<file path="src/sv/assert_macros.svh">
`ifndef ASSERT_MACROS_SVH
`define ASSERT_MACROS_SVH

// same-cycle implication, disabled during reset
`define CCC_ASSERT_NOW(lbl, ante, cons) \
  lbl: assert property (@(posedge clk) disable iff (rst) (ante) |-> (cons)) \
    else $error("assertion failed");

// next-cycle implication, disabled during reset
`define CCC_ASSERT_NEXT(lbl, ante, cons) \
  lbl: assert property (@(posedge clk) disable iff (rst) (ante) |=> (cons)) \
    else $error("assertion failed");

`endif

</file>
<file path="src/sv/ccc_pkg.sv">
package ccc_pkg;

  localparam int MAX_CLUSTER_BYTES = 8192;
  localparam int MIN_CLUSTER_BYTES = 3;
  localparam int BYTE_W = 8;
  localparam int CNT_W = 14;
  localparam int CLS_W = 2;
  localparam int OUT_DATA_W = ((CLS_W + 2 * CNT_W + 7) / 8) * 8;
  localparam int OUT_PAD_W = OUT_DATA_W - CLS_W - 2 * CNT_W;

  localparam logic [CNT_W-1:0] RESET_CLUSTER_BYTES = CNT_W'(4096);
  localparam logic [CNT_W-1:0] RESET_PATTERN_THRESHOLD = CNT_W'(4);
  localparam logic [CNT_W-1:0] SIZE_MIN = CNT_W'(MIN_CLUSTER_BYTES);
  localparam logic [CNT_W-1:0] SIZE_MAX = CNT_W'(MAX_CLUSTER_BYTES);

  localparam logic [BYTE_W-1:0] CH_B = 8'h42;
  localparam logic [BYTE_W-1:0] CH_M = 8'h4D;
  localparam logic [BYTE_W-1:0] CH_P = 8'h50;
  localparam logic [BYTE_W-1:0] CH_ZERO = 8'h00;

  typedef enum logic [CLS_W-1:0] {
    CLS_DIR      = 2'd0,
    CLS_BMP_HEAD = 2'd1,
    CLS_BMP_DATA = 2'd2,
    CLS_UNUSED   = 2'd3
  } cls_t;

  typedef enum logic [0:0] {
    REG_CLUSTER_BYTES      = 1'b0,
    REG_PATTERN_THRESHOLD  = 1'b1
  } cfg_reg_t;

  typedef struct packed {
    logic              valid;
    logic [BYTE_W-1:0] data;
  } in_item_t;

  typedef struct packed {
    cls_t             cls;
    logic [CNT_W-1:0] pattern_count;
    logic [CNT_W-1:0] zero_count;
  } result_t;

endpackage

</file>
<file path="src/sv/cluster_content_classifier_core.sv">
// Classifies one disk cluster from its bytes, taken one item per cycle in order. The cluster
// length comes from cluster_bytes (held to 3..8192) and gives one result item after the last
// byte: class (directory, bitmap header, bitmap data, unused), the count of 'B','M','P'
// windows and the count of zero bytes in positions 0 to size-3. A byte passes through an input
// register and one stage of counter logic into the result register, so the block sustains one byte
// per cycle; it stalls only when a finished result is still waiting on the output and the byte in
// hand ends the next cluster. The user must write cfg registers between clusters; not enforced.
`include "assert_macros.svh"

module cluster_content_classifier_core (
  input  logic                             clk,
  input  logic                             rst,
  input  logic                             s_tvalid,
  output logic                             s_tready,
  input  logic [ccc_pkg::BYTE_W-1:0]       s_tdata,   // data_byte[7:0]
  output logic                             m_tvalid,
  input  logic                             m_tready,
  output logic [ccc_pkg::OUT_DATA_W-1:0]   m_tdata,   // cluster_class, pattern_count, zero_count
  input  logic                             cfg_valid,
  output logic                             cfg_ready,
  input  ccc_pkg::cfg_reg_t                cfg_index,
  input  logic [ccc_pkg::CNT_W-1:0]        cfg_data
);

  ccc_pkg::in_item_t item;
  ccc_pkg::result_t  result;
  logic              done;
  logic              fire;

  assign cfg_ready = 1'b1;
  assign fire      = item.valid && (!m_tvalid || m_tready || !done);

  ccc_in_reg u_in_reg (
    .clk      (clk),
    .rst      (rst),
    .s_tvalid (s_tvalid),
    .s_tready (s_tready),
    .s_tdata  (s_tdata),
    .fire     (fire),
    .item     (item)
  );

  ccc_stats u_stats (
    .clk       (clk),
    .rst       (rst),
    .cfg_valid (cfg_valid && cfg_ready),
    .cfg_index (cfg_index),
    .cfg_data  (cfg_data),
    .item      (item),
    .fire      (fire),
    .done      (done),
    .result    (result)
  );

  ccc_out_reg u_out_reg (
    .clk      (clk),
    .rst      (rst),
    .load     (fire && done),
    .result   (result),
    .m_tvalid (m_tvalid),
    .m_tready (m_tready),
    .m_tdata  (m_tdata)
  );

  `CCC_ASSERT_NEXT(a_result_follows, fire && done, m_tvalid)
  `CCC_ASSERT_NOW(a_ready_when_out_free, !m_tvalid, s_tready)
  `CCC_ASSERT_NOW(a_counts_bounded, m_tvalid,
    (m_tdata[15:2] <= ccc_pkg::CNT_W'(ccc_pkg::MAX_CLUSTER_BYTES - 2)) &&
    (m_tdata[29:16] <= ccc_pkg::CNT_W'(ccc_pkg::MAX_CLUSTER_BYTES - 2)))

endmodule

</file>
<file path="src/sv/ccc_in_reg.sv">
module ccc_in_reg (
  input  logic                     clk,
  input  logic                     rst,
  input  logic                     s_tvalid,
  output logic                     s_tready,
  input  logic [ccc_pkg::BYTE_W-1:0] s_tdata,
  input  logic                     fire,
  output ccc_pkg::in_item_t        item
);

  logic                       in_valid;
  logic [ccc_pkg::BYTE_W-1:0] in_byte;

  assign s_tready = !in_valid || fire;

  always_ff @(posedge clk) begin
    if (rst) begin
      in_valid <= 1'b0;
    end else if (s_tvalid && s_tready) begin
      in_valid <= 1'b1;
    end else if (fire) begin
      in_valid <= 1'b0;
    end
  end

  always_ff @(posedge clk) begin
    if (s_tvalid && s_tready) begin
      in_byte <= s_tdata;
    end
  end

  assign item.valid = in_valid;
  assign item.data  = in_byte;

endmodule

</file>
<file path="src/sv/ccc_stats.sv">
module ccc_stats (
  input  logic                      clk,
  input  logic                      rst,
  input  logic                      cfg_valid,
  input  ccc_pkg::cfg_reg_t         cfg_index,
  input  logic [ccc_pkg::CNT_W-1:0] cfg_data,
  input  ccc_pkg::in_item_t         item,
  input  logic                      fire,
  output logic                      done,
  output ccc_pkg::result_t          result
);

  logic [ccc_pkg::CNT_W-1:0]  cluster_bytes;
  logic [ccc_pkg::CNT_W-1:0]  pattern_threshold;
  logic [ccc_pkg::CNT_W-1:0]  byte_index;
  logic [ccc_pkg::BYTE_W-1:0] prev_byte;
  logic [ccc_pkg::BYTE_W-1:0] prev_prev_byte;
  logic [ccc_pkg::CNT_W-1:0]  match_counter;
  logic [ccc_pkg::CNT_W-1:0]  zero_counter;
  logic                       header_flag;

  logic [ccc_pkg::CNT_W-1:0]  size_eff;
  logic [ccc_pkg::CNT_W-1:0]  counted_len;
  logic                       hdr_hit;
  logic                       match_hit;
  logic                       zero_hit;
  logic [ccc_pkg::CNT_W-1:0]  match_counter_next;
  logic [ccc_pkg::CNT_W-1:0]  zero_counter_next;
  logic                       header_flag_next;
  ccc_pkg::cls_t              cls;

  always_comb begin
    priority if (cluster_bytes < ccc_pkg::SIZE_MIN) begin
      size_eff = ccc_pkg::SIZE_MIN;
    end else if (cluster_bytes > ccc_pkg::SIZE_MAX) begin
      size_eff = ccc_pkg::SIZE_MAX;
    end else begin
      size_eff = cluster_bytes;
    end
  end

  assign counted_len = size_eff - ccc_pkg::CNT_W'(2);
  assign done        = byte_index >= (size_eff - ccc_pkg::CNT_W'(1));

  assign hdr_hit   = (byte_index == ccc_pkg::CNT_W'(1)) && (prev_byte == ccc_pkg::CH_B)
                     && (item.data == ccc_pkg::CH_M);
  assign match_hit = (byte_index >= ccc_pkg::CNT_W'(2)) && (prev_prev_byte == ccc_pkg::CH_B)
                     && (prev_byte == ccc_pkg::CH_M) && (item.data == ccc_pkg::CH_P);
  assign zero_hit  = (byte_index < counted_len) && (item.data == ccc_pkg::CH_ZERO);

  assign match_counter_next = match_counter + ccc_pkg::CNT_W'(match_hit);
  assign zero_counter_next  = zero_counter + ccc_pkg::CNT_W'(zero_hit);
  assign header_flag_next   = header_flag || hdr_hit;

  always_comb begin
    priority if (header_flag_next) begin
      cls = ccc_pkg::CLS_BMP_HEAD;
    end else if (match_counter_next > pattern_threshold) begin
      cls = ccc_pkg::CLS_DIR;
    end else if (zero_counter_next == counted_len) begin
      cls = ccc_pkg::CLS_UNUSED;
    end else begin
      cls = ccc_pkg::CLS_BMP_DATA;
    end
  end

  assign result = '{cls: cls, pattern_count: match_counter_next,
                    zero_count: zero_counter_next};

  always_ff @(posedge clk) begin
    if (rst) begin
      cluster_bytes     <= ccc_pkg::RESET_CLUSTER_BYTES;
      pattern_threshold <= ccc_pkg::RESET_PATTERN_THRESHOLD;
    end else if (cfg_valid) begin
      unique case (cfg_index)
        ccc_pkg::REG_CLUSTER_BYTES:     cluster_bytes     <= cfg_data;
        ccc_pkg::REG_PATTERN_THRESHOLD: pattern_threshold <= cfg_data;
        default: ;
      endcase
    end
  end

  always_ff @(posedge clk) begin
    if (rst) begin
      byte_index     <= '0;
      prev_byte      <= '0;
      prev_prev_byte <= '0;
      match_counter  <= '0;
      zero_counter   <= '0;
      header_flag    <= 1'b0;
    end else if (fire) begin
      if (done) begin
        byte_index     <= '0;
        prev_byte      <= '0;
        prev_prev_byte <= '0;
        match_counter  <= '0;
        zero_counter   <= '0;
        header_flag    <= 1'b0;
      end else begin
        byte_index     <= byte_index + ccc_pkg::CNT_W'(1);
        prev_byte      <= item.data;
        prev_prev_byte <= prev_byte;
        match_counter  <= match_counter_next;
        zero_counter   <= zero_counter_next;
        header_flag    <= header_flag_next;
      end
    end
  end

endmodule

</file>
<file path="src/sv/ccc_out_reg.sv">
module ccc_out_reg (
  input  logic                           clk,
  input  logic                           rst,
  input  logic                           load,
  input  ccc_pkg::result_t               result,
  output logic                           m_tvalid,
  input  logic                           m_tready,
  output logic [ccc_pkg::OUT_DATA_W-1:0] m_tdata
);

  logic             res_valid;
  ccc_pkg::result_t res;

  always_ff @(posedge clk) begin
    if (rst) begin
      res_valid <= 1'b0;
    end else if (load) begin
      res_valid <= 1'b1;
    end else if (m_tready) begin
      res_valid <= 1'b0;
    end
  end

  always_ff @(posedge clk) begin
    if (load) begin
      res <= result;
    end
  end

  assign m_tvalid = res_valid;
  assign m_tdata  = {{ccc_pkg::OUT_PAD_W{1'b0}}, res.zero_count, res.pattern_count, res.cls};

endmodule
</file>
<file path="config.mk">
export PLATFORM = sky130hd
export DESIGN_NAME = cluster_content_classifier_core
export DESIGN_NICKNAME = d
export VERILOG_FILES = /design/src/sv/ccc_pkg.sv /design/src/sv/cluster_content_classifier_core.sv /design/src/sv/ccc_in_reg.sv /design/src/sv/ccc_stats.sv /design/src/sv/ccc_out_reg.sv
export VERILOG_INCLUDE_DIRS = /design/src /design/src/sv
export SDC_FILE = /design/constraint.sdc
export NUM_CORES = 1
export LEC_CHECK = 0
export BUFFER_PORTS_ARGS = -buffer_cell sky130_fd_sc_hd__buf_2
export CORE_MARGIN = 4
export CORE_UTILIZATION = 54
export CTS_CLUSTER_DIAMETER = 50
export DETAILED_ROUTE_END_ITERATION = 8
export MAX_ROUTING_LAYER = met4
export PLACE_DENSITY = 0.76
export SYNTH_ARGS = -nofsm -noshare
export SYNTH_HDL_FRONTEND = slang
export SYNTH_SLANG_ARGS = --single-unit
</file>
<file path="constraint.sdc">
create_clock -name clk -period 4.7 [get_ports clk]
set_input_delay 0.47 -clock clk [delete_from_list [all_inputs] [get_ports clk]]
set_output_delay 0.47 -clock clk [all_outputs]
set_load 0.01 [all_outputs]
</file>
Yosys cells after proc, flatten, opt, wreduce, memory -nomap -nowiden --
Cells that the tools add are included. Widths: inputs -> output; s select.
Word-level totals: flip-flop bits (word level) 127, input bits 28
Cells by class: add/sub/neg operators 5, order comparisons 6, equality and inequality tests 7, mux-type cells 14, bitwise logic cells 1, reductions and logical operators 22
Operator list (count):
- $mux 14 | 5
- $eq 8x7->1 const B | 5
- $add 14x1->14 | 2
- $mux 8 | 2
- $add 14x1->14 const B | 1
- $eq 14x1->1 const B | 1
- $eq 14x14->1 | 1
- $ge 14x14->1 | 1
- $ge 14x2->1 const B | 1
- $gt 14x14->1 | 1
- $gt 14x14->1 const B | 1
- $lt 14x14->1 | 1
- $lt 14x2->1 const B | 1
- $sub 14x1->14 const B | 1
- $sub 14x2->14 const B | 1
- $logic_and 1x1->1 | 9
- $logic_not 8->1 | 1
- $mux 1 | 7
- $logic_or 1x1->1 | 4
- $reduce_and 2->1 | 2
- $reduce_bool 2->1 | 2
- $logic_not 1->1 | 3
- $reduce_or 2->1 | 1
- $not 1->1 | 1

Depth between registers and ports, before layout --
Gate-level depths: netlist (run 1).
depth after elaboration 11, gate-level depth with buffers 26

Modules after synthesis --
A second synthesis (run 1) with hierarchy kept.
Unflattened totals: cells, all modules 752, area total of the unflattened synthesis 6867.8 um2
Modules (own cells, without submodules):
- ccc_stats | times used 1, cells an instance 695, area each 5562.8 um2
- ccc_out_reg | times used 1, cells an instance 37, area each 958.4 um2
- ccc_in_reg | times used 1, cells an instance 14, area each 302.8 um2
- cluster_content_classifier_core | times used 1, cells an instance 6, area each 43.8 um2

Worst setup path after synthesis (run 1) --
Ideal clock, no wire load.
path kind reg-to-reg, start point register u_stats.cluster_bytes[5] (netlist name), end point register u_out_reg.res (netlist bit u_out_reg.m_tdata[0]), data pin, arrival time 4.665 ns, data required time 4.555 ns, path slack -0.109 ns, cell stages (with the launch flop) 27, buffers on the path 2, cell sequence dfxtp_1 -> buf_6 -> nor4_2 -> nand3_1 -> nor3_1 -> o21a_1 -> inv_1 -> ha_1 -> clkbuf_1 -> nor2_1 -> a311oi_1 -> a21oi_2 -> ha_1 -> a21oi_1 -> nor2b_1 -> o21ai_0 -> o2111ai_1 -> a31oi_1 -> ha_1 -> ha_1 -> inv_1 -> or3_1 -> xnor2_1 -> xnor2_1 -> nor4_1 -> nand4_1 -> o21ai_1
RTL lines:
- start: declaration | RTL line ccc_stats.sv:13 | logic [ccc_pkg::CNT_W-1:0] cluster_bytes;
- start signal: assignment | RTL line ccc_stats.sv:72 | cluster_bytes <= ccc_pkg::RESET_CLUSTER_BYTES;
- start signal: assignment | RTL line ccc_stats.sv:76 | ccc_pkg::REG_CLUSTER_BYTES: cluster_bytes <= cfg_data;
- end signal: assignment | RTL line ccc_out_reg.sv:26 | res <= result;
- end: declaration | RTL line ccc_out_reg.sv:12 | ccc_pkg::result_t res;

==> results of run 1 <==
[power by group through the flow]
| stage | Combinational, mW | Clock, mW | Sequential (mW) |
|---|---|---|---|
| floorplan | 0.236 | 0 | 1.18 |
| global placement | 0.346 | 0 | 1.18 |
| detailed placement | 0.351 | 0 | 1.18 |
| CTS | 0.357 | 1.32 | 1.16 |
| global route | 0.428 | 1.37 | 1.16 |
| finish | 0.391 | 1.30 | 1.16 |
[logic make-up after synthesis]
| kind of cell | count (synthesis) |
|---|---|
| fa+ha+maj | 51 |
| flops | 127 |
| simple gates | 287 |
| other cells | 2 |
| buf+inv | 82 |
| mux | 1 |
| compound gates | 224 |
| xor+xnor | 43 |
[synth_stat cells (15+ instances only)]
| cell type | n | share of area [%] |
|---|---|---|
| sky130_fd_sc_hd__nand3_1 | 27 | 1.9 |
| sky130_fd_sc_hd__inv_1 | 33 | 1.7 |
| sky130_fd_sc_hd__edfxtp_1 | 38 | 16 |
| sky130_fd_sc_hd__clkbuf_1 | 34 | 1.8 |
| sky130_fd_sc_hd__nor4_1 | 16 | 1.4 |
| sky130_fd_sc_hd__nor3_1 | 15 | 1.0 |
| sky130_fd_sc_hd__nor2_1 | 25 | 1.3 |
| sky130_fd_sc_hd__o21ai_0 | 42 | 2.9 |
| sky130_fd_sc_hd__xor2_1 | 19 | 2.3 |
| sky130_fd_sc_hd__nand2_1 | 122 | 6.4 |
| sky130_fd_sc_hd__ha_1 | 51 | 8.9 |
| sky130_fd_sc_hd__dfxtp_1 | 89 | 25 |
| sky130_fd_sc_hd__a21oi_1 | 91 | 6.3 |
| sky130_fd_sc_hd__xnor2_1 | 24 | 2.9 |
[registers in the layout (all words and copies together), names as in the netlist]
name / count
u_stats.cluster_bytes: 14
u_out_reg.m_tdata: 30
u_out_reg.m_tvalid: 1
u_stats.byte_index: 14
u_stats.header_flag: 1
u_in_reg.in_byte: 8
u_stats.zero_counter: 14
u_stats.prev_prev_byte: 8
u_stats.match_counter: 14
u_in_reg.in_valid: 1
u_stats.prev_byte: 8
u_stats.pattern_threshold: 14
[routing by layer]
metal / vias up / track usage [%] / share of wire (%)
li1: 3188 / - / -
met1: 3277 / 35.10 / 42
met2: 295 / 45.06 / 49
met3: 31 / 6.267 / 7.1
met4: 0 / 8.166 / 1.7
met5: - / - / 0
[how the worst min path moves through the flow]
| stage | startpoint | slack [ps] | end |
|---|---|---|---|
| final | s_tdata[3] | 220 | u_in_reg.in_byte[3]$_DFFE_PP_ |
| after global routing | s_tdata[1] | 200 | u_in_reg.in_byte[1]$_DFFE_PP_ |
| after CTS | s_tdata[1] | 210 | u_in_reg.in_byte[1]$_DFFE_PP_ |
| after detailed placement | u_stats.pattern_threshold[10]$_SDFFE_PP0P_ | 450 | u_stats.pattern_threshold[10]$_SDFFE_PP0P_ |
| after global placement | u_stats.header_flag$_SDFFE_PP0P_ | 450 | u_stats.header_flag$_SDFFE_PP0P_ |
| after floorplan | u_stats.pattern_threshold[10]$_SDFFE_PP0P_ | 440 | u_stats.pattern_threshold[10]$_SDFFE_PP0P_ |
[per-stage QoR]
| stage | worst slack (ps) | hold WS (ps) | util, % | std cells |
|---|---|---|---|---|
| floorplan | 43.69 | 436.3 | - | 818 |
| global placement | 85.20 | 452.6 | 62.47 | 1063 |
| detailed placement | -38.38 | 454.1 | 62.47 | 1063 |
| CTS | 0.5342 | 211.3 | 67.40 | 1098 |
| global route | -90.71 | 201.9 | 69.48 | 1106 |
| finish | 168.2 | 222.9 | 69.48 | 1106 |
[layout make-up]
class	instances	area [um^2]	share of cell area (%)
clock buffer	28	549.3	6.164
clock inverter	4	48.80	0.5476
inverter	33	123.9	1.390
multi-input combinational	609	4154	46.62
sequential	127	2928	32.86
tap	172	215.2	2.415
timing repair buffer	133	892.1	10.01
[worst max-delay path: cells and delay by family (launching register included)]
family / cells / cell delay [ps]
compound gates: 7 / 1330
xor+xnor: 1 / 190
fa+ha+maj: 3 / 730
buf+inv: 6 / 740
flops: 1 / 330
simple gates: 4 / 1140
[repair_timing]
item / CTS / global route
endpoints found under the setup margin: 2 / 28
setup buffers: 3 / 8
hold endpoints to repair: 0 / 0
pin swaps: 2 / 17
resized for setup: 3 / 46
hold buffers: 0 / 0
==> results.txt, run 1 <==
----------------------------------------------------
[Synth]
  Compound-gate portion of the synthesized area ... between 15 and 20%
  XOR/XNOR Fraction of Synth Area ... 5.246%
  Instance count of the mapped netlist ... between 800 and 900
  Dominant register cell in the synthesized netlist ... sky130_fd_sc_hd__dfxtp_1
  Mux contribution to synthesized area ... less than 1%
  Total of flip-flops plus latches after synthesis ... roughly 130
  Area share of and/or/nand/nor cells after synthesis ... 20.32%
  Unique cell type count in the Yosys netlist ... 65
  Warnings from Yosys ... 0
  Main combinational cell family by area after synthesis ... simple AND/OR/NAND/NOR gates
  Number of enable-type register cells in the synthesized netlist ... 38
  Post-synth design cell area ... just over 7000 um^2
  Share of synthesized registers carrying an async set or reset ... 0%
  Adder-Cell Fraction of Synth Area ... between 8 and 9%
  Register area share after synthesis ... between 40 and 50%
  Syn Area/Cell ... 8.787 um^2

[Clock tree]
  CTS tree ... done
  Clock Tree Root ... sky130_fd_sc_hd__clkbuf_16
  Worst-Skew Late Latency ... 420 ps
  Clock-pin slew reported for the worst setup and hold paths after clock tree synthesis ... 60 ps
  Maximum level of the CTS H-tree ... 4
  Number of buffers added by the clock tree synthesis step ... 17
  # clock sinks ... about 130
  Clk buf depth ... 2

[Critical path]
  CP endpoint kind ... flip-flop
  Reg-to-Reg Start ... u_stats.cluster_bytes[4]$_SDFFE_PP0P_
  Critical Path Source ... u_stats.cluster_bytes[4]$_SDFFE_PP0P_
  CP Cell Sequence ... buf_4 -> or4_4 -> a2111oi_1 -> a211oi_1 -> ha_1 -> a21o_1 -> a21oi_2 -> o2111ai_1 -> a31oi_1 -> ha_2 -> ha_2 -> inv_1 -> or3_1 -> buf_4 -> nor2_2 -> xor2_2 -> buf_4 -> buf_4 -> buf_4 -> nand2_1 -> a21oi_1
  CP endpoint ... u_stats.zero_counter[10]$_SDFFE_PP0P_
  Crit start category ... flip-flop
  Highest cell delay on the worst timing path ... 570 ps
  Arrival time of data at the critical path endpoint ... a little under 5000 ps
  Cells on worst reg2reg path ... 21
  CP Data Required Time ... 5040 ps
  Worst-path cell with the longest stage delay ... sky130_fd_sc_hd__or4_4
  Maximum fanout along the worst path ... 14
  FF-to-FF setup slack ... 170 ps
  Category of the most critical setup path ... flip-flop to flip-flop
  Most frequent cell on the critical path ... sky130_fd_sc_hd__buf_4
  Worst flop-to-flop path endpoint ... u_stats.zero_counter[10]$_SDFFE_PP0P_

[Floorplanning]
  Number of rows created at floorplan ... 41
  Die Height ... between 100 and 150 um
  Die area ... between 15,000 and 20,000 um^2
  Total core area ... 12,820 um^2
  Starting density of the core ... between 50% and 60%
  Die width ... 123.3 um
  Number of top-level pins ... 63

[Layout]
  Count of filler cells inserted in the layout ... 979
  Fraction of layout instances using a drive strength above 1 ... 23.13%
  Design Area, Final ... 8911 um^2
  Most frequent cells in the layout ... sky130_fd_sc_hd__nand2_1 (121), sky130_fd_sc_hd__a21oi_1 (87), sky130_fd_sc_hd__dfxtp_1 (85)
  Most common library cell in the layout ignoring fill and taps ... sky130_fd_sc_hd__nand2_1
  Fin nets ... 1,000
  Growth of design area from synthesis to finish ... 24.12%
  ANT cells ... 0

[STA]
  Setup clock skew after layout ... roughly 13 ps
  Final count of hold timing violations ... 0
  Number of pins exceeding their max-slew limit in the final report ... 0
  Relative slew slack ... 40.31%
  Final cycle utilization of the critical path ... 96.42%
  Max Clk Rate ... 220.7 MHz
  Transition time of the tightest slew-check pin ... between 800 and 900 ps
  Unrepaired setup endpoints after global routing ... true
  Final period demand of the worst path ... 4532 ps
  Final setup violation count ... 0
  Setup TNS ... 0 ps

[Detailed routing]
  Number of vias per cell ... 6.140
  Via count of the routed design ... just under 7,000
  Total wirelength of the detailed-routed design ... a little over 20,000 um
  Drt pass-1 iters ... 5
  Post-route DRC violation count ... 0
  Number of DRC violations after detailed-routing iteration 0 ... roughly 560
  Count of nets left with antenna violations after detail routing ... 0
  Routed wire length per instance ... 18.39 um

[GRT]
  Via count of the first global-routing pass ... roughly 6,400
  Initial antenna violation count ... 0
  Largest net degree at the start of global routing ... 80
  GRT overflow ... 0
  All-layer global routing usage ... around 28%
  Wire length of the first global-routing pass ... 31,870 um

[Placement]
  Placed instance area ... 8011 um^2
  Estimated wirelength of the detail-placed design ... between 10,000 and 15,000 um
  Port buffer count ... 59
  Gpl congestion ... 0.9271

[Min path]
  Worst Hold Depth ... 1
  Hold Crit Class ... primary input to flip-flop

[Flow run]
  Count of max-cap constraint violations ... 0

[Status]
  Run status ... finished clean

[Power]
  Worst-case vdd ir drop ... 0.2919 mV
  Share of total power in sequential cells ... 40.7%
  Proportion of power drawn by the clock network ... 45.6%
  PwrDens ... 320.5 nW/um^2
  Relative contribution of combinational cells to total power ... 13.7%
  Switching share of power ... around a quarter
  Internal cell power ... 2.156 mW
  Post-layout power ... 2.856 mW
  Leakage ... 3.663 nW
  Switching power ... about 0.7 mW

----------------------------------------------------
Note: power is estimated with default switching activity, not from simulation.
==> run 2: changes to the inputs <==
--- a/config.mk
+++ b/config.mk
@@ -7,6 +7,7 @@
 export NUM_CORES = 1
 export LEC_CHECK = 0
 export BUFFER_PORTS_ARGS = -buffer_cell sky130_fd_sc_hd__buf_2
+export CORE_ASPECT_RATIO = 2
 export CORE_MARGIN = 4
 export CORE_UTILIZATION = 54
 export CTS_CLUSTER_DIAMETER = 50
==> run 2 against run 1 <==
Maximum frequency fell by 1.8%; clock skew hardly changed; largest cell class unchanged; final cell count fell by 2.3%; worst hold slack improved by 1.2 ps; highest routed layer unchanged; non-clock buffer count down 5; via count decreased by 0.19%; register-to-register slack worse by 80 ps; flip-flop and latch count unchanged; setup slack worse by 82 ps; clock-buffer cell count shrank 7; sequential share of layout area up 0.25 points.
==> results.txt, run 2 (synthesis results as in run 1) <==
----------------------------------------------------
[Status]
  Run status ... finished clean

[GRT]
  Initial antenna violation count ... 0
  Via count of the first global-routing pass ... 6,571
  All-layer global routing usage ... 29.32%
  GRT overflow ... 0
  Wire length of the first global-routing pass ... between 30,000 and 40,000 um
  Largest net degree at the start of global routing ... 63

[Floorplanning]
  Total core area ... 12,990 um^2
  Die Height ... 171.1 um
  Die area ... 15,320 um^2
  Number of rows created at floorplan ... approximately 60
  Die width ... 89.53 um
  Starting density of the core ... 55.26%
  Number of top-level pins ... 63

[STA]
  Setup clock skew after layout ... 13.07 ps
  Transition time of the tightest slew-check pin ... 922.4 ps
  Unrepaired setup endpoints after global routing ... true
  Final cycle utilization of the critical path ... 98.16%
  Max Clk Rate ... about 220 MHz
  Final period demand of the worst path ... between 4000 and 5000 ps
  Setup TNS ... 0 ps
  Relative slew slack ... between 30% and 40%
  Final setup violation count ... 0
  Minimum setup slack in the final design ... 86.66 ps
  Number of pins exceeding their max-slew limit in the final report ... 0
  Final count of hold timing violations ... 0

[Power]
  Switching power ... between 0.7 and 0.8 mW
  Switching share of power ... 27.08%
  Proportion of power drawn by the clock network ... 45.2%
  PwrDens ... roughly 320 nW/um^2
  Worst-case vdd ir drop ... approximately 0.31 mV
  Internal cell power ... 2.073 mW
  Leakage ... between 3 and 4 nW
  Share of total power in sequential cells ... between 40% and 50%
  Relative contribution of combinational cells to total power ... 13.9%
  Post-layout power ... 2.843 mW

[Layout]
  ANT cells ... 0
  Count of filler cells inserted in the layout ... 1,047
  Fraction of layout instances using a drive strength above 1 ... 23.04%
  Most frequent cells in the layout ... sky130_fd_sc_hd__nand2_1 (121), sky130_fd_sc_hd__a21oi_1 (90), sky130_fd_sc_hd__dfxtp_1 (85)
  Design Area, Final ... 8843 um^2
  Most common library cell in the layout ignoring fill and taps ... sky130_fd_sc_hd__nand2_1
  Final Util ... 68.07%
  Growth of design area from synthesis to finish ... 23.18%
  Most flop-heavy register ... u_out_reg.m_tdata
  Fin nets ... 995
  Flip-flop count of the largest register, all copies and words added ... 30

[Detailed routing]
  Post-route DRC violation count ... 0
  Count of nets left with antenna violations after detail routing ... 0
  Routed wire length per instance ... between 15 and 20 um
  Number of vias per cell ... 6.270
  Drt pass-1 iters ... 5
  Number of DRC violations after detailed-routing iteration 0 ... 457
  Total wirelength of the detailed-routed design ... 21,410 um
  Via count of the routed design ... 6,778

[Clock tree]
  Number of buffers added by the clock tree synthesis step ... 17
  Clock Tree Root ... sky130_fd_sc_hd__clkbuf_16
  # clock sinks ... 127
  CTS tree ... done
  Maximum level of the CTS H-tree ... 4
  Clock-pin slew reported for the worst setup and hold paths after clock tree synthesis ... about 60 ps
  Clk buf depth ... 2
  Hold bufs inserted after CTS ... 0
  Worst-Skew Late Latency ... 420 ps

[Critical path]
  Buf+Inv Stages, Crit Path ... 3
  Worst-path cell with the longest stage delay ... sky130_fd_sc_hd__or4_1
  Category of the most critical setup path ... flip-flop to flip-flop
  Highest cell delay on the worst timing path ... 490 ps
  Crit start category ... flip-flop
  Arrival time of data at the critical path endpoint ... 4890 ps
  Maximum fanout along the worst path ... 6
  Family with the most delay on the worst path ... simple AND/OR/NAND/NOR gates
  CP endpoint kind ... flip-flop
  CP Data Required Time ... 4970 ps
  CP Cell Sequence ... nor4_4 -> nand3_2 -> nor3_2 -> o21a_1 -> inv_2 -> ha_4 -> inv_2 -> or4_1 -> and3_1 -> ha_1 -> nand3_1 -> nor2_1 -> nand2_1 -> o2111ai_1 -> a31oi_2 -> ha_2 -> buf_4 -> nand4_1 -> nor3_1 -> and3_1 -> xor2_2 -> xor2_1 -> nand4_1 -> o21ai_2

[Flow run]
  Count of max-cap constraint violations ... 0

[Placement]
  Port buffer count ... around 60
  Estimated wirelength of the detail-placed design ... 15,480 um
  Gpl congestion ... between 0.9 and 1
  Post-Place Worst Slack ... -184.0 ps
  Placed instance area ... 7951 um^2

[Min path]
  Hold Crit Class ... primary input to flip-flop

----------------------------------------------------
==> run 2: cell count changes in the layout (fill, tap and decap cells not counted), sizes merged <==
cell    previous run  this run
buf              133       128
clkbuf            28        21
clkinv             3         4
inv               33        40
bufinv             1         0
==> run 2: area by class of cell <==
type                       count  area (um^2)  area share (%)
clock inverter                11        92.59           1.047
sequential                   127         2928           33.11
inverter                      33        123.9           1.401
clock buffer                  21        491.7           5.560
timing repair buffer         128        842.1           9.522
tap                          152        190.2           2.151
multi-input combinational    609         4175           47.21
==> run 2: metrics by stage <==
stage                     cells  hold slack, ps
after global routing       1081           218.8
after detailed placement   1041           458.5
after floorplan             818           436.3
after global placement     1041           444.6
final                      1081           224.1
after CTS                  1078           213.5
==> run 2: timing repair <==
| item | 4_1_cts | 5_1_grt |
|---|---|---|
| endpoints found under the setup margin | 1 | 34 |
| buffers inserted | 5 | 3 |
| gates resized for setup | 11 | 38 |
| pin swaps | 3 | 12 |
==> run 2: final timing paths <==
kind              slack, ps                                         end                                       start  depth (start not counted)
setup / recovery         90          u_out_reg.m_tdata[0]$_SDFFCE_PP1P_       u_stats.cluster_bytes[5]$_SDFFE_PP0P_                         24
hold / removal          220               u_in_reg.in_byte[4]$_DFFE_PP_                                  s_tdata[4]                          1
setup reg to reg         90          u_out_reg.m_tdata[0]$_SDFFCE_PP1P_       u_stats.cluster_bytes[5]$_SDFFE_PP0P_                         24
hold reg to reg         460  u_stats.pattern_threshold[11]$_SDFFE_PP0P_  u_stats.pattern_threshold[11]$_SDFFE_PP0P_                          2
==> run 2: power by group through the flow <==
stage,Sequential (mW),Combinational [mW],Clock [mW]
global route,1.17,0.427,1.34
detailed placement,1.19,0.358,0
floorplan,1.18,0.236,0
CTS,1.16,0.371,1.30
global placement,1.18,0.348,0
finish,1.16,0.394,1.28
==> run 2: worst reg2reg max path: cells and delay by family (launching register included) <==
family | cells | cell delay (ps)
XOR/XNOR | 2 | 410
AO/OA/AOI/OAI | 4 | 690
flip-flops | 1 | 350
AND/OR/NAND/NOR | 12 | 2030
buffers and inverters | 3 | 290
adder cells (fa/ha/maj) | 3 | 700
==> run 2: metal layers <==
metal / up-vias / part of all wire, % / track usage [%]
li1: 3176 / - / -
met1: 3239 / 36 / 30.76
met2: 275 / 54 / 51.11
met3: 88 / 4.8 / 5.253
met4: 0 / 4.8 / 14.71
met5: - / 0 / -
==> run 3: changes to the inputs <==
--- a/config.mk
+++ b/config.mk
@@ -14,6 +14,7 @@
 export DETAILED_ROUTE_END_ITERATION = 8
 export MAX_ROUTING_LAYER = met4
 export PLACE_DENSITY = 0.76
+export SETUP_SLACK_MARGIN = 0.2
 export SYNTH_ARGS = -nofsm -noshare
 export SYNTH_HDL_FRONTEND = slang
 export SYNTH_SLANG_ARGS = --single-unit
==> run 3 against run 2 <==
The flow now finishes with violations (setup timing); cell area increased by 2.2%; wire length increased by 5.3%; clock skew increased by 5.6 ps; sequential power about the same; total power decreased by 2.4%; first-iteration DRC count increased by 7.9%; via count increased by 2.3%; setup slack got worse by 130 ps; global-route usage increased by 1.1 points; die area unchanged; maximum frequency decreased by 2.8%; highest routed layer unchanged.
==> results.txt, run 3 (synthesis results as in run 1) <==
----------------------------------------------------
[Status]
  Violations in the final reports ... setup timing
  Run status ... finished, violations left

[Layout]
  Growth of design area from synthesis to finish ... 25.83%
  Most flop-heavy register ... u_out_reg.m_tdata
  Fin nets ... 1,014
  Flip-flop count of the largest register, all copies and words added ... 30
  ANT cells ... 0
  Final Util ... 69.53%
  Most frequent cells in the layout ... sky130_fd_sc_hd__nand2_1 (120), sky130_fd_sc_hd__a21oi_1 (85), sky130_fd_sc_hd__dfxtp_1 (81)
  Fraction of layout instances using a drive strength above 1 ... roughly a quarter
  Most common library cell in the layout ignoring fill and taps ... sky130_fd_sc_hd__nand2_1
  Non-Filler Instances ... 1,100

[Placement]
  Estimated wirelength of the detail-placed design ... 15,830 um
  Port buffer count ... 59
  Gpl congestion ... 0.9843
  Post-Place Worst Slack ... -97.44 ps
  Cell Count Post-Placement ... 1,037

[Detailed routing]
  Number of DRC violations after detailed-routing iteration 0 ... 493
  Number of vias per cell ... 6.302
  Via count of the routed design ... 6,932
  Post-route DRC violation count ... 0
  Count of nets left with antenna violations after detail routing ... 0
  Total wirelength of the detailed-routed design ... 22,550 um
  Drt pass-1 iters ... 5
  Routed wire length per instance ... 20.50 um

[Clock tree]
  Maximum level of the CTS H-tree ... 4
  Number of buffers added by the clock tree synthesis step ... 17
  Clock Tree Root ... sky130_fd_sc_hd__clkbuf_16
  Clock-pin slew reported for the worst setup and hold paths after clock tree synthesis ... 60 ps
  # clock sinks ... 127
  Clk buf depth ... 2
  Worst-Skew Late Latency ... 430 ps
  CTS tree ... done

[Flow run]
  Count of max-cap constraint violations ... 0

[GRT]
  Initial antenna violation count ... 0
  Largest net degree at the start of global routing ... 79
  Via count of the first global-routing pass ... 6,818
  Wire length of the first global-routing pass ... 34,580 um
  All-layer global routing usage ... 30.47%
  GRT overflow ... 0

[Floorplanning]
  Die width ... 89.53 um
  Die Height ... between 150 and 200 um
  Number of top-level pins ... between 60 and 70
  Starting density of the core ... between 50% and 60%
  Die area ... 15,320 um^2
  Number of rows created at floorplan ... 59
  Total core area ... between 10,000 and 15,000 um^2

[Power]
  Switching power ... 0.7860 mW
  Internal cell power ... 1.989 mW
  PwrDens ... about 300 nW/um^2
  Proportion of power drawn by the clock network ... 43.6%
  Post-layout power ... 2.775 mW
  Switching share of power ... 28.32%
  Share of total power in sequential cells ... 42.1%
  Leakage ... ~3.7 nW
  Relative contribution of combinational cells to total power ... 14.3%
  Worst-case vdd ir drop ... 0.4407 mV

[STA]
  Relative slew slack ... 38.42%
  Transition time of the tightest slew-check pin ... 921.8 ps
  Minimum setup slack in the final design ... -46.64 ps
  Setup clock skew after layout ... 18.65 ps
  Final cycle utilization of the critical path ... 101.0%
  Setup TNS ... -46.64 ps
  Unrepaired setup endpoints after global routing ... true
  Final period demand of the worst path ... 4747 ps
  Final setup violation count ... 1
  Number of pins exceeding their max-slew limit in the final report ... 0
  Max Clk Rate ... 210.7 MHz
  Final count of hold timing violations ... 0

[Critical path]
  CP Data Required Time ... 4980 ps
  Arrival time of data at the critical path endpoint ... 5020 ps
  Maximum fanout along the worst path ... 5
  CP endpoint kind ... flip-flop
  Category of the most critical setup path ... flip-flop to flip-flop
  Crit start category ... flip-flop

[Min path]
  Hold Crit Class ... primary input to flip-flop

----------------------------------------------------
run 3: cell count changes in the layout (fill, tap and decap cells not counted), sizes merged:
| cell | previous run | this run |
|---|---|---|
| inv | 40 | 37 |
| clkinvlp | 0 | 4 |
| a21oi | 92 | 94 |
| clkinv | 4 | 7 |
| buf | 128 | 145 |
| clkbuf | 21 | 17 |
run 3: per-stage QoR:
| stage | hold slack, ps | cell area (um^2) |
|---|---|---|
| floorplan | 436.3 | 7236 |
| global placement | 451.2 | 7949 |
| detailed placement | 451.8 | 7949 |
| CTS | 207.4 | 8666 |
| global route | 207.2 | 9034 |
| finish | 218.4 | 9034 |
run 3: critical path: stages (launching register included):
cell                       delay, ps
sky130_fd_sc_hd__dfxtp_2         330
sky130_fd_sc_hd__nor4_4          310
sky130_fd_sc_hd__nand3_2         120
sky130_fd_sc_hd__buf_4           150
sky130_fd_sc_hd__buf_4           120
sky130_fd_sc_hd__buf_4           120
sky130_fd_sc_hd__buf_4           120
sky130_fd_sc_hd__buf_4           120
sky130_fd_sc_hd__buf_4           130
sky130_fd_sc_hd__buf_4           120
sky130_fd_sc_hd__buf_4           120
sky130_fd_sc_hd__buf_4           120
sky130_fd_sc_hd__a211oi_2        390
sky130_fd_sc_hd__ha_1            330
sky130_fd_sc_hd__a31oi_2         190
sky130_fd_sc_hd__ha_2            240
sky130_fd_sc_hd__ha_4            170
sky130_fd_sc_hd__inv_1           100
sky130_fd_sc_hd__nor4_4          370
sky130_fd_sc_hd__xnor2_2         150
sky130_fd_sc_hd__xnor2_1         150
sky130_fd_sc_hd__nor4_1          330
sky130_fd_sc_hd__nand4_1         140
sky130_fd_sc_hd__o21ai_1         150
run 3: final cells by class:
type	instances	area (um^2)
Inverter	33	123.9
Clock buffer	17	425.4
Clock inverter	15	111.4
Timing Repair Buffer	145	1005
Sequential cell	127	2935
Fill cell	984	3959
Tap cell	152	190.2
Multi-Input combinational cell	611	4243
run 3: worst paths after layout:
path | start | endpoint | slack, ps | depth (start not counted)
hold / removal | s_tdata[1] | u_in_reg.in_byte[1]$_DFFE_PP_ | 220 | 1
hold reg to reg | u_stats.pattern_threshold[6]$_SDFFE_PP0P_ | u_stats.pattern_threshold[6]$_SDFFE_PP0P_ | 460 | 2
setup / recovery | u_stats.cluster_bytes[7]$_SDFFE_PP0P_ | u_out_reg.m_tdata[0]$_SDFFCE_PP1P_ | -50 | 23
setup reg to reg | u_stats.cluster_bytes[7]$_SDFFE_PP0P_ | u_out_reg.m_tdata[0]$_SDFFCE_PP1P_ | -50 | 23
run 3: power by group through the flow:
stage	sequential [mW]	combinational, mW	clock (mW)
after global routing	1.17	0.434	1.27
after detailed placement	1.19	0.352	0
after global placement	1.19	0.341	0
after CTS	1.16	0.369	1.22
after floorplan	1.18	0.237	0
final	1.17	0.398	1.21
run 3: timing repair:
item / 4_1_cts / 5_1_grt
cloned: 0 / 2
setup endpoints to repair: 3 / 62
resized for setup: 11 / 64
hold buffers: 0 / 0
pin swaps: 14 / 30
buffers inserted: 18 / 11
run 3: routing by layer:
layer | track usage, % | wire, um | share of wire (%)
met5 | - | 0 | 0
met4 | 17.69 | 1417 | 6.3
met3 | 4.771 | 1145 | 5.1
met2 | 52.33 | 12160 | 54
met1 | 32.01 | 7825 | 35
